[src/idwf_pkg.sv]
// Package for the I2C display write framer.
// Holds the bus symbol codes, the framing constants and the types used by
// the top level, the front end, the frame queue and the bit sequencer.
`default_nettype none

package idwf_pkg;

    localparam logic [1:0] SYM_START = 2'd0;
    localparam logic [1:0] SYM_BIT   = 2'd1;
    localparam logic [1:0] SYM_ACK   = 2'd2;
    localparam logic [1:0] SYM_STOP  = 2'd3;

    localparam logic       WRITE_BIT    = 1'b0;
    localparam logic [7:0] CTRL_COMMAND = 8'h00;
    localparam logic [7:0] CTRL_DATA    = 8'h40;

    localparam logic [6:0] ADDR_RESET = 7'd60;

    // Bits per byte before the acknowledge slot, and the index of the last byte.
    localparam logic [3:0] ACK_SLOT  = 4'd8;
    localparam logic [1:0] LAST_BYTE = 2'd2;

    // One fully classified transaction: the three bytes in bus order.
    typedef struct packed {
        logic [7:0] addr_byte;
        logic [7:0] ctrl_byte;
        logic [7:0] payload;
    } frame_t;

    typedef struct packed {
        logic full;
        logic not_empty;
    } queue_status_t;

    typedef enum logic [1:0] {
        PH_IDLE,
        PH_BITS,
        PH_STOP
    } phase_t;

endpackage

`default_nettype wire

[src/i2c_display_write_framer.sv]
// Top level of the I2C display write framer.
// Ties the front end, the frame queue and the bit sequencer together and
// holds the slave address register. Depends on idwf_pkg and its submodules.
`default_nettype none

// Each input beat (kind, value) becomes one complete I2C write transaction
// of exactly 29 output beats: a start, the address byte (slave address in
// the upper seven bits, write bit 0), the control byte (0x00 for a command,
// 0x40 for display data) and the payload byte, each sent MSB first and
// followed by an ack slot, then a stop flagged by last. Start, ack and stop
// beats report sda_level 1; acknowledges are clocked but never sampled.
// The bit sequencer emits one symbol per cycle while the output is not
// stalled, and a new transaction's start is the next output beat after
// the previous stop whenever a frame is waiting in the queue. The
// front end registers and classifies input beats into a two-entry frame
// queue, so up to four items can be taken while the output is stalled: one
// in the sequencer, two in the queue and one in the front end.
// An input moves through the front-end register, a queue entry and the
// output register. The slave address resets to 60 and is written through
// the configuration channel, which is always ready; only the low seven bits
// are kept, and a write should be made only while the block is idle.
module i2c_display_write_framer
    import idwf_pkg::*;
(
    input  wire logic       clk,
    input  wire logic       rst_n,
    input  wire logic       in_valid,
    output logic            in_stall,
    input  wire logic       kind,
    input  wire logic [7:0] value,
    output logic            out_valid,
    input  wire logic       out_stall,
    output logic [1:0]      symbol,
    output logic            sda_level,
    output logic            last,
    input  wire logic       cfg_valid,
    output logic            cfg_ready,
    input  wire logic [6:0] cfg_data
);

    logic [6:0]    slave_addr_reg;
    logic          push;
    logic          pop;
    frame_t        push_frame;
    frame_t        head;
    queue_status_t q_status;

    assign cfg_ready = 1'b1;

    // The address register takes a write on any configuration beat.
    always_ff @(posedge clk or negedge rst_n)
    begin
        if (!rst_n)
        begin
            slave_addr_reg <= ADDR_RESET;
        end
        else if (cfg_valid && cfg_ready)
        begin
            slave_addr_reg <= cfg_data;
        end
    end

    // The front end captures the address with each beat, so the frame in the
    // queue is complete and the sequencer needs no configuration.
    idwf_front u_front (
        .clk        (clk),
        .rst_n      (rst_n),
        .in_valid   (in_valid),
        .in_stall   (in_stall),
        .kind       (kind),
        .value      (value),
        .slave_addr (slave_addr_reg),
        .queue_full (q_status.full),
        .push       (push),
        .push_frame (push_frame)
    );

    idwf_queue u_queue (
        .clk        (clk),
        .rst_n      (rst_n),
        .push       (push),
        .push_frame (push_frame),
        .pop        (pop),
        .head       (head),
        .status     (q_status)
    );

    // The sequencer drives the output register and pops a frame only in the
    // cycle it loads that frame's start symbol into the output register.
    idwf_back u_back (
        .clk             (clk),
        .rst_n           (rst_n),
        .head            (head),
        .queue_not_empty (q_status.not_empty),
        .pop             (pop),
        .out_valid       (out_valid),
        .out_stall       (out_stall),
        .symbol          (symbol),
        .sda_level       (sda_level),
        .last            (last)
    );

endmodule

`default_nettype wire

[src/idwf_front.sv]
// Front end of the I2C display write framer.
// Accepts input beats, registers them and builds the three-byte frame.
// Depends on idwf_pkg.
`default_nettype none

module idwf_front
    import idwf_pkg::*;
(
    input  wire logic       clk,
    input  wire logic       rst_n,
    input  wire logic       in_valid,
    output logic            in_stall,
    input  wire logic       kind,
    input  wire logic [7:0] value,
    input  wire logic [6:0] slave_addr,
    input  wire logic       queue_full,
    output logic            push,
    output frame_t          push_frame
);

    logic   valid_reg;
    logic   valid_next;
    frame_t frame_reg;
    frame_t frame_next;
    logic   take;

    // The held beat leaves whenever the queue has room.
    assign push     = valid_reg && !queue_full;
    assign in_stall = valid_reg && queue_full;
    assign take     = in_valid && !in_stall;

    always_comb
    begin
        valid_next = valid_reg;
        frame_next = frame_reg;
        if (push)
        begin
            valid_next = 1'b0;
        end
        if (take)
        begin
            valid_next           = 1'b1;
            frame_next.addr_byte = {slave_addr, WRITE_BIT};
            frame_next.ctrl_byte = kind ? CTRL_DATA : CTRL_COMMAND;
            frame_next.payload   = value;
        end
    end

    always_ff @(posedge clk or negedge rst_n)
    begin
        if (!rst_n)
        begin
            valid_reg <= 1'b0;
        end
        else
        begin
            valid_reg <= valid_next;
        end
    end

    always_ff @(posedge clk)
    begin
        frame_reg <= frame_next;
    end

    assign push_frame = frame_reg;

endmodule

`default_nettype wire

[src/idwf_queue.sv]
// Two-entry frame queue of the I2C display write framer.
// Decouples the front end from the bit sequencer. Depends on idwf_pkg.
`default_nettype none

module idwf_queue
    import idwf_pkg::*;
(
    input  wire logic   clk,
    input  wire logic   rst_n,
    input  wire logic   push,
    input  wire frame_t push_frame,
    input  wire logic   pop,
    output frame_t      head,
    output queue_status_t status
);

    frame_t     entry_reg [2];
    logic       wr_ptr_reg;
    logic       rd_ptr_reg;
    logic [1:0] count_reg;
    logic [1:0] count_next;

    always_comb
    begin
        count_next = count_reg;
        case ({push, pop})
            2'b10:   count_next = count_reg + 2'd1;
            2'b01:   count_next = count_reg - 2'd1;
            default: count_next = count_reg;
        endcase
    end

    always_ff @(posedge clk or negedge rst_n)
    begin
        if (!rst_n)
        begin
            wr_ptr_reg <= 1'b0;
            rd_ptr_reg <= 1'b0;
            count_reg  <= 2'd0;
        end
        else
        begin
            count_reg <= count_next;
            if (push)
            begin
                wr_ptr_reg <= !wr_ptr_reg;
            end
            if (pop)
            begin
                rd_ptr_reg <= !rd_ptr_reg;
            end
        end
    end

    always_ff @(posedge clk)
    begin
        if (push)
        begin
            entry_reg[wr_ptr_reg] <= push_frame;
        end
    end

    assign head             = entry_reg[rd_ptr_reg];
    assign status.full      = (count_reg == 2'd2);
    assign status.not_empty = (count_reg != 2'd0);

endmodule

`default_nettype wire

[src/idwf_back.sv]
// Bit sequencer of the I2C display write framer.
// Turns one queued frame into start, 27 bit and ack symbols and a stop,
// one symbol per beat into an output register. Depends on idwf_pkg.
`default_nettype none

module idwf_back
    import idwf_pkg::*;
(
    input  wire logic       clk,
    input  wire logic       rst_n,
    input  wire frame_t     head,
    input  wire logic       queue_not_empty,
    output logic            pop,
    output logic            out_valid,
    input  wire logic       out_stall,
    output logic [1:0]      symbol,
    output logic            sda_level,
    output logic            last
);

    phase_t      phase_reg;
    phase_t      phase_next;
    logic [3:0]  bit_cnt_reg;
    logic [3:0]  bit_cnt_next;
    logic [1:0]  byte_cnt_reg;
    logic [1:0]  byte_cnt_next;
    logic [23:0] shift_reg;
    logic [23:0] shift_next;
    logic        out_valid_reg;
    logic        out_valid_next;
    logic [1:0]  symbol_reg;
    logic [1:0]  symbol_next;
    logic        sda_reg;
    logic        sda_next;
    logic        last_reg;
    logic        last_next;
    logic        advance;

    // The output register may take a new symbol when empty or being drained.
    assign advance = !out_valid_reg || !out_stall;

    always_comb
    begin
        phase_next     = phase_reg;
        bit_cnt_next   = bit_cnt_reg;
        byte_cnt_next  = byte_cnt_reg;
        shift_next     = shift_reg;
        out_valid_next = out_valid_reg;
        symbol_next    = symbol_reg;
        sda_next       = sda_reg;
        last_next      = last_reg;
        pop            = 1'b0;
        if (advance)
        begin
            out_valid_next = 1'b0;
            case (phase_reg)
                PH_IDLE:
                begin
                    if (queue_not_empty)
                    begin
                        pop            = 1'b1;
                        shift_next     = head;
                        bit_cnt_next   = 4'd0;
                        byte_cnt_next  = 2'd0;
                        phase_next     = PH_BITS;
                        out_valid_next = 1'b1;
                        symbol_next    = SYM_START;
                        sda_next       = 1'b1;
                        last_next      = 1'b0;
                    end
                end
                PH_BITS:
                begin
                    out_valid_next = 1'b1;
                    last_next      = 1'b0;
                    if (bit_cnt_reg == ACK_SLOT)
                    begin
                        symbol_next   = SYM_ACK;
                        sda_next      = 1'b1;
                        bit_cnt_next  = 4'd0;
                        byte_cnt_next = byte_cnt_reg + 2'd1;
                        if (byte_cnt_reg == LAST_BYTE)
                        begin
                            phase_next = PH_STOP;
                        end
                    end
                    else
                    begin
                        symbol_next  = SYM_BIT;
                        sda_next     = shift_reg[23];
                        shift_next   = {shift_reg[22:0], 1'b0};
                        bit_cnt_next = bit_cnt_reg + 4'd1;
                    end
                end
                PH_STOP:
                begin
                    out_valid_next = 1'b1;
                    symbol_next    = SYM_STOP;
                    sda_next       = 1'b1;
                    last_next      = 1'b1;
                    phase_next     = PH_IDLE;
                end
                default:
                begin
                    phase_next = PH_IDLE;
                end
            endcase
        end
    end

    always_ff @(posedge clk or negedge rst_n)
    begin
        if (!rst_n)
        begin
            phase_reg     <= PH_IDLE;
            out_valid_reg <= 1'b0;
        end
        else
        begin
            phase_reg     <= phase_next;
            out_valid_reg <= out_valid_next;
        end
    end

    always_ff @(posedge clk)
    begin
        bit_cnt_reg  <= bit_cnt_next;
        byte_cnt_reg <= byte_cnt_next;
        shift_reg    <= shift_next;
        symbol_reg   <= symbol_next;
        sda_reg      <= sda_next;
        last_reg     <= last_next;
    end

    assign out_valid = out_valid_reg;
    assign symbol    = symbol_reg;
    assign sda_level = sda_reg;
    assign last      = last_reg;

endmodule

`default_nettype wire
[config.mk]
export PLATFORM = sky130hd
export DESIGN_NAME = i2c_display_write_framer
export DESIGN_NICKNAME = d
export VERILOG_FILES = /design/src/idwf_pkg.sv /design/src/i2c_display_write_framer.sv /design/src/idwf_front.sv /design/src/idwf_queue.sv /design/src/idwf_back.sv
export SDC_FILE = /design/constraint.sdc
export NUM_CORES = 1
export LEC_CHECK = 0
export BUFFER_PORTS_ARGS = -buffer_cell sky130_fd_sc_hd__buf_2
export CAP_MARGIN = 20
export CORE_MARGIN = 2
export CORE_UTILIZATION = 55
export CTS_CLUSTER_SIZE = 30
export DETAILED_ROUTE_END_ITERATION = 8
export MAX_ROUTING_LAYER = met4
export PLACE_DENSITY = 0.76
export SETUP_SLACK_MARGIN = 0.2
export SLEW_MARGIN = 20
export SYNTH_ARGS = -nofsm -noshare
export SYNTH_HDL_FRONTEND = slang
export SYNTH_HIERARCHICAL = 1
export SYNTH_SLANG_ARGS = --single-unit
[constraint.sdc]
create_clock -name clk -period 2.7 [get_ports clk]
set_input_delay 0.54 -clock clk [delete_from_list [all_inputs] [get_ports clk]]
set_output_delay 0.54 -clock clk [all_outputs]
set_load 0.005 [all_outputs]
* Word level (Yosys, flattened, before mapping)
Memories as Yosys holds them, arrays and structs flattened. Index checks and enable logic that the tools add are counted.
Word-level totals: logic and storage cells 84, memories kept 1, bits in registers 72, RAM bits 46, output and inout bits 7, bits of input ports 21
Memory list:
- u_queue.entry_reg | words 2, width 23, rd ports 1, clocked after memory_dff 0, wr ports 1, line idwf_queue.sv:17 | frame_t entry_reg [2];
Cells by class: mux-type cells 30, equality and inequality tests 11, reduce and logical (&&, ||, !) cells 22, add/subtract/negate cells 4
Operators with widths (count):
- 24-bit two-way mux | 2
- 24-bit case mux with 2 select lines | 1
- 2-bit two-way mux | 6
- 2-bit case mux with 2 select lines | 3
- 4-bit AND reduction | 3
- 1-bit two-way mux | 10
- 2-bit equality test, second input constant | 4
- 4-bit two-way mux | 2
- 4-bit case mux with 2 select lines | 1
- 2-bit nonzero test | 4
- 7-bit two-way mux | 1
- 1-bit logical NOT | 6
- 2-bit by 1-bit != test with 1-bit output, second input constant | 3
- 1-bit case mux with 3 select lines | 2
- 2-bit case mux with 3 select lines | 1
- 3-bit AND reduction | 2
- 2-bit by 1-bit adder with 2-bit output, second input constant | 2
- 4-bit by 1-bit adder with 4-bit output, second input constant | 1
- 2-bit by 1-bit equality test with 1-bit output, second input constant | 2
- 4-bit equality test, second input constant | 1
- 1-bit logical AND | 3
- 3-bit nonzero test | 1
- 2-bit logical NOT | 1
- 2-bit != test, second input constant | 1
- other kinds (4) | 4

* Longest topological paths before layout
Gate-level depths: netlist of run 1.
depth in word-level cells 6, depth in mapped cells 7, gate-level depth less buffers 7

* By module
Netlist of run 1, hierarchy kept.
By module, submodules not included:
- idwf_queue | area each 2020.7 µm², cells an instance 91, seq. area each 1541.5 µm², instances 1
- idwf_back | area each 1735.4 µm², cells an instance 113, seq. area each 1096.1 µm², instances 1
- idwf_front | area each 601.8 µm², cells an instance 30, seq. area each 505.5 µm², instances 1
- i2c_display_write_framer | area each 307.8 µm², cells an instance 17, seq. area each 180.2 µm², instances 1

* Worst setup path before layout of run 1
No wires, ideal clock.
path type register -> register, start point register u_back.phase_reg[1], end point register u_back.shift_reg[0] (enable), buffers on the path 1, arrival 2.176 ns, cell stages (with the launch flop) 7, clock period less this slack 2.589 ns, data required time 2.287 ns, library setup time 0.413 ns, setup slack 0.111 ns, cell sequence dfrtp_1 -> inv_1 -> ha_1 -> buf_2 -> mux2_2 -> nand2_1 -> a21oi_1
On the way: longest elaborated chain between the ends 3, elaborated cells on any way between the ends 6, those cells by class eq/ne (3); reduce/logical (3)
Ends and longest elaborated chain:
- from (decl) | line idwf_back.sv:21 | phase_t phase_reg;
- from (signal assigned) | line idwf_back.sv:120 | phase_reg <= phase_next;
- 2-bit by 1-bit equality test with 1-bit output / 2-bit logical NOT (equally long branches) | line idwf_back.sv:56 | case (phase_reg)
- 2-bit != test (no source line) (tied with other cells)
- 4-bit AND reduction (no source line) *
- to (signal assigned) | line idwf_back.sv:129 | shift_reg <= shift_next;
- to (decl) | line idwf_back.sv:27 | logic [23:0] shift_reg;
Every way passes the cells marked *; elsewhere a longest branch is shown, timed or not. A chain may end at the register's enable or synchronous reset.

==> metrics, run 1 <==
Setup crit end kind=output pin; Vias per Instance=roughly 5; Post-Route Skew=around 0.0096 ns; final worst slack=roughly 0.74 ns; Sw Pwr=between 1500 and 2000 µW; Critical Path Source Type=flip-flop; Total Routed Length=between 6000 and 7000 µm; reg2reg end=u_back/shift_reg[0]$_SDFFCE_PP0P_; core area=roughly 8000 µm²; DR WL met2=between 3000 and 4000 µm; CTS root buf=clkbuf_8; R2R cell count=6; Die Y-Extent=between 90 and 100 µm; Ant. Diodes=0; setup TNS=0 ns; R2R Setup Slk=0.89 ns; Power Dens Cells=1250 nW/µm²; CTS clk-pin slew, worst paths=0.05 ns; DRT Pass-1 Iters=4; max layer used=met4; initial antenna violation count=0; routability congestion estimate=0.815; area of the multi-input gates=around 1200 µm²; routed wl met3=235 µm; CTS tree=done; Tot GR Track Use=between 10% and 20%; sequential area share after synthesis=between 70% and 80%; # IOs=28; Tcrit/Tclk final=approximately 73%; number of flops mapped to enable cells by yosys=98; Crit. path cell count=3; placed cells=about 380; width of the die=between 90 and 100 µm; Longest Clk Path Bufs=2; first-pass GRT wire length=about 10,000 µm; WS Path Type=reg -> out; async set-reset flop share out of synthesis=between 10% and 20%; Pint=5000 µW; mux contribution to synthesized area=approximately 16%; Leak=roughly 0.0021 µW; end of the critical path=in_stall; Detailed Place HPWL=approximately 3700 µm; post-route ant nets=0; pre-CTS setup slack=around 0.89 ns; Comb power frac=26.1%; largest net degree at the start of global routing=34; WP data required=2.16 ns; Adder-Cell Fraction of Synth Area=roughly 2.4%; Final nets=roughly 320; netlist area before placement=about 4700 µm²; share of layout cells above drive strength 1=roughly two fifths; Crit path buffers/inverters=1; RSZ-0062 raised after global routing=false; status=completed; CP max FO=4; utilization after layout=65.9%; initial core utilization=between 50% and 60%; Yosys reg bits=approximately 110; grt total ovfl=0; routed vias=roughly 2.1k; H-Tree Depth=4; Primary FF master, synth=edfxtp_1; Hold WS=0.214 ns; row cnt=33; Clock Latency Late Sink=0.50 ns; final slew viol count=0; max FFs per register=48; reg-to-reg critical path startpoint=u_back/phase_reg[0]$_DFFE_PN0P_; DR iter-0 viols=117; combinational family with the most area after synthesis=multiplexers; final setup vio count=0; crit path from=u_queue/count_reg[0]$_DFFE_PN0P_; HP Class=in -> reg; final number of hold-violating endpoints=0; Total Die Area=between 9000 and 10,000 µm²; Area growth, synth to finish=16.1%; Post-CTS Setup Inserts=0; Yosys warning count=6; register area=roughly 3300 µm²; CP max stage cell=dfrtp_1; Largest delay share family, worst path=flip-flops; sw frac=approximately a quarter; peak supply drop=~660 µV; max-cap violations=0; Max Freq=around 0.5 GHz; Post-Syn Instances=approximately 250; Fillers=around 550; # clock sinks=between 100 and 150; Flop pwr share=between 40% and 50%; slowest cell delay on critical path=0.42 ns; mean post-synth cell area=approximately 19 µm²; Remaining DRCs=0; clock network fraction of total power=30.0%; final worst path period need=1.96 ns; Synth Area in Compound Gates=1.39%; Arrival @ worst endpoint=approximately 1.4 ns; Port Buf Inserts=26; total CTS buffers=17; Synth cell types=36; final non-filler cell total=between 400 and 500; wire length on met1=between 2000 and 3000 µm; xor/xnor share of the synthesized area=under 10%; vias in the first global route=roughly 2.1k; crit path cell chain=nor2b_1 -> and2_2 -> buf_2; Synth Area in Simple Gates=4.10%; routed len/inst=15.6 µm
==> per-stage QoR <==
step           total power [µW]  area, µm²
2_1_floorplan              4430       4700
3_3_place_gp               4690       4850
3_5_place_dp               4780       4850
4_1_cts                    6860       5420
5_1_grt                    7140       5420
6_report                   6780       5420
==> cells in the final DEF, fill, tap and decap left out, drive strengths merged, types with 2 or more instances in the layout <==
master	synthesis	routed
and3	2	2
a21oi	3	3
dfrtp	11	11
xor2	4	4
bufinv	0	2
and2	4	4
ha	9	9
buf	17	32
conb	2	9
clkbuf	0	25
or2	2	2
clkinv	0	4
dfstp	4	4
nand2	3	3
mux2	56	56
nor2b	6	6
nor2	7	7
edfxtp	98	98
inv	7	7
xnor2	3	3
==> synth_stat cells, types with 2 or more instances <==
library cell / instances / share of area [%]
mux2_4: 26 / 8.4
dfrtp_1: 11 / 5.9
conb_1: 2 / 0.16
edfxtp_1: 98 / 63
inv_1: 7 / 0.56
buf_2: 4 / 0.43
dfstp_2: 4 / 2.3
buf_6: 2 / 0.48
nor2_1: 7 / 0.56
nand2_1: 3 / 0.24
xnor2_1: 3 / 0.56
and3_1: 2 / 0.27
buf_4: 9 / 1.4
xor2_1: 4 / 0.75
or2_2: 2 / 0.27
mux2_2: 29 / 7.0
nor2b_1: 6 / 0.80
ha_1: 9 / 2.4
buf_12: 2 / 0.86
and2_1: 3 / 0.40
a21oi_1: 3 / 0.32
==> how the worst min path moves through the flow <==
stage / depth (start not counted) / endpoint / slack (ns) / start
after floorplan: 0 / slave_addr_reg[0]$_DFFE_PN0P_ / 0.24 / rst_n
after global placement: 0 / u_queue/entry_reg[0][3]$_DFFE_PP_ / 0.42 / u_front/push_frame[3]$_DFFE_PP_
after detailed placement: 0 / u_queue/entry_reg[0][6]$_DFFE_PP_ / 0.43 / u_front/push_frame[6]$_DFFE_PP_
after CTS: 1 / u_front/push_frame[1]$_DFFE_PP_ / 0.19 / value[1]
after global routing: 1 / u_front/push_frame[1]$_DFFE_PP_ / 0.19 / value[1]
final: 1 / u_front/push_frame[4]$_DFFE_PP_ / 0.21 / value[4]
==> logic make-up after synthesis <==
family,Yosys count
flops,113
mux,56
simple gates,31
buf+inv,24
fa+ha+maj,9
compound gates,9
xor+xnor,7
other cells,2
==> power by group through the flow <==
stage                     registers, µW  clock network (µW)  logic (µW)
final                              2980                2040        1770
after global placement             2970                   0        1730
after floorplan                    2950                   0        1480
after CTS                          2990                2070        1810
after detailed placement           3010                   0        1770
after global routing               3040                2150        1960
==> layer usage <==
layer / track usage [%] / up-vias
met5: - / -
met4: 7.86 / 0
met3: 5.40 / 5
met2: 26.2 / 38
met1: 17.6 / 1055
li1: - / 1003
==> layout make-up <==
cell class                      instances  share of cell area, %
Clock inverter                          7                   1.59
Clock buffer                           25                   8.57
Sequential cell                       113                   61.4
Tap cell                              105                   2.43
Multi-Input combinational cell        121                   22.1
Inverter                                7                  0.485
Timing Repair Buffer                   33                   3.42
==> worst register-to-register path: stages (launching register included) <==
cell	delay, ns
dfrtp_1	0.39
inv_1	0.10
ha_1	0.24
mux2_2	0.23
nand2_1	0.08
a21oi_2	0.11
buf_4	0.33
==> repair_timing <==
| item | in CTS | in global routing |
|---|---|---|
| endpoints found under the hold margin | 11 | 0 |
| gates resized for setup | 0 | 0 |
| hold buffers | 1 | 0 |
(Power assumes the default switching activity.)
==> run 2: changes to the inputs <==
==> constraint.sdc (replaced) <==
create_clock -name clk -period 1.7 [get_ports clk]
set_input_delay 0.34 -clock clk [delete_from_list [all_inputs] [get_ports clk]]
set_output_delay 0.34 -clock clk [all_outputs]
set_load 0.005 [all_outputs]
==> metrics, run 2 (synthesis gave the netlist of run 1 again) <==
routed vias=around 2.3k; initial core utilization=56.8%; Power Total=12,300 µW; first-pass GRT wire length=approximately 12,000 µm; Leak=about 0.0023 µW; Tot GR Track Use=about 18%; grt total ovfl=0; largest net degree at the start of global routing=25; WP data required=1.90 ns; Power Dens Cells=a little over 2000 nW/µm²; Setup crit end kind=flip-flop; Total Routed Length=between 7000 and 8000 µm; Area growth, synth to finish=27.3%; final number of hold-violating endpoints=0; final setup vio count=0; Cell Area, Placed=roughly 5000 µm²; routability congestion estimate=approximately 0.8; core area=around 8200 µm²; max-cap violations=0; Vias per Instance=about 5.3; placed cells=roughly 380; width of the die=96.1 µm; H-Tree Depth=4; routed len/inst=18.1 µm; Sw Pwr=3430 µW; DRT Pass-1 Iters=4; post-route ant nets=0; WS Path Type=reg -> reg; commonest non-fill, non-tap cell in the layout=edfxtp_1; Hold WS=0.0211 ns; Die Y-Extent=96.1 µm; HP Class=in -> reg; Tcrit/Tclk final=between 90 and 100%; Remaining DRCs=0; CTS tree=done; most frequent cells in the layout=edfxtp_1, mux2_4, buf_2; clock network fraction of total power=a little over a quarter; # clock sinks=~110; Post-Route Skew=~0.0077 ns; CP max FO=24; DR iter-0 viols=between 100 and 150; final worst path period need=1.64 ns; Pint=8850 µW; area of the multi-input gates=between 1000 and 1500 µm²; share of layout cells above drive strength 1=51.1%; Ant. Diodes=0; initial antenna violation count=0; Fillers=around 470; Clock Latency Late Sink=roughly 0.50 ns; vias in the first global route=approximately 2.4k; Total Die Area=just over 9000 µm²; # IOs=28; final non-filler cell total=438; Max Freq=0.610 GHz; total CTS buffers=17; Final nets=352; Critical Path Source Type=flip-flop; Port Buf Inserts=26; Arrival @ worst endpoint=roughly 1.8 ns; status=completed; register area=around 3300 µm²; final slew viol count=0; max FFs per register=48; sw frac=~28%; peak supply drop=959 µV; Finished Cell Area=roughly 5900 µm²; CTS root buf=clkbuf_8; Longest Clk Path Bufs=2; Comb power frac=between 30% and 40%; Detailed Place HPWL=3910 µm; row cnt=33; RSZ-0062 raised after global routing=true; CTS clk-pin slew, worst paths=0.05 ns; Flop pwr share=between 30% and 40%
-- run 2: cell count changes in the layout (fill, tap and decap cells not counted), moves of 6 or more --
| cell | delta |
|---|---|
| dlygate4sd3_1 | +8 |
| inv_1 | -6 |
| inv_2 | +6 |
| mux2_4 | +10 |
| buf_4 | +10 |
| mux2_2 | -9 |
-- run 2: area by class of cell --
type / count / area share [%]
flip-flops and latches: 113 / 56.0
inverters: 7 / 0.442
well taps: 105 / 2.21
clock buffers: 19 / 7.10
repair buffers: 61 / 9.25
multi-input cells: 122 / 23.0
clock inverters: 11 / 1.98
-- run 2: path summary, 6_finish.rpt --
check | start | end | slack (ns) | cells past startpoint
max reg2reg | u_back/phase_reg[1]$_DFFE_PN0P_ | u_back/shift_reg[12]$_DFFE_PP_ | 0.06 | 6
max in group asynchronous | rst_n | slave_addr_reg[2]$_DFFE_PN1P_ | 1.11 | 2
max | u_back/phase_reg[1]$_DFFE_PN0P_ | u_back/shift_reg[12]$_DFFE_PP_ | 0.06 | 6
min | value[7] | u_front/push_frame[7]$_DFFE_PP_ | 0.02 | 1
min in group asynchronous | rst_n | slave_addr_reg[6]$_DFFE_PN0P_ | 0.28 | 2
min reg2reg | u_front/push_frame[0]$_DFFE_PP_ | u_queue/entry_reg[1][0]$_DFFE_PP_ | 0.44 | 0
-- run 2: stage by stage --
step | worst slack [ns] | utilization, % | setup TNS (ns)
3_3_place_gp | 0.132 | 60.7 | 0
3_5_place_dp | 0.0277 | 60.7 | 0
5_1_grt | 0.0164 | 72.3 | 0
2_1_floorplan | -0.0712 | - | -2.82
6_report | 0.0613 | 72.3 | 0
4_1_cts | 0.0632 | 70.9 | 0
-- run 2: timing repair --
action / 4_1_cts / 5_1_grt
gates cloned: 2 / 2
hold buffers: 9 / 0
setup endpoints to repair: 106 / 84
gates resized for setup: 19 / 14
setup buffers: 12 / 5
endpoints found under the hold margin: 19 / 0
pin swaps: 7 / 0
-- run 2: critical path, cell delays in order, from the launching register on --
cell     delay (ns)
dfrtp_1        0.40
inv_2          0.13
ha_4           0.22
mux2_4         0.18
nand2_4        0.07
a21oi_4        0.14
buf_12         0.19
-- run 2: power groups by stage --
stage | logic, µW | registers, µW | clock network, µW
6_report | 4280 | 4800 | 3190
5_1_grt | 4560 | 4890 | 3360
4_1_cts | 3900 | 4760 | 3240
3_5_place_dp | 3190 | 4810 | 0
3_3_place_gp | 3080 | 4750 | 0
2_1_floorplan | 2530 | 4680 | 0
-- run 2: metal layers --
layer | GRT usage (%) | routed length (µm)
met1 | 19.7 | 3290
met2 | 31.5 | 4320
met3 | 6.26 | 213
met4 | 6.67 | 119
met5 | - | 0
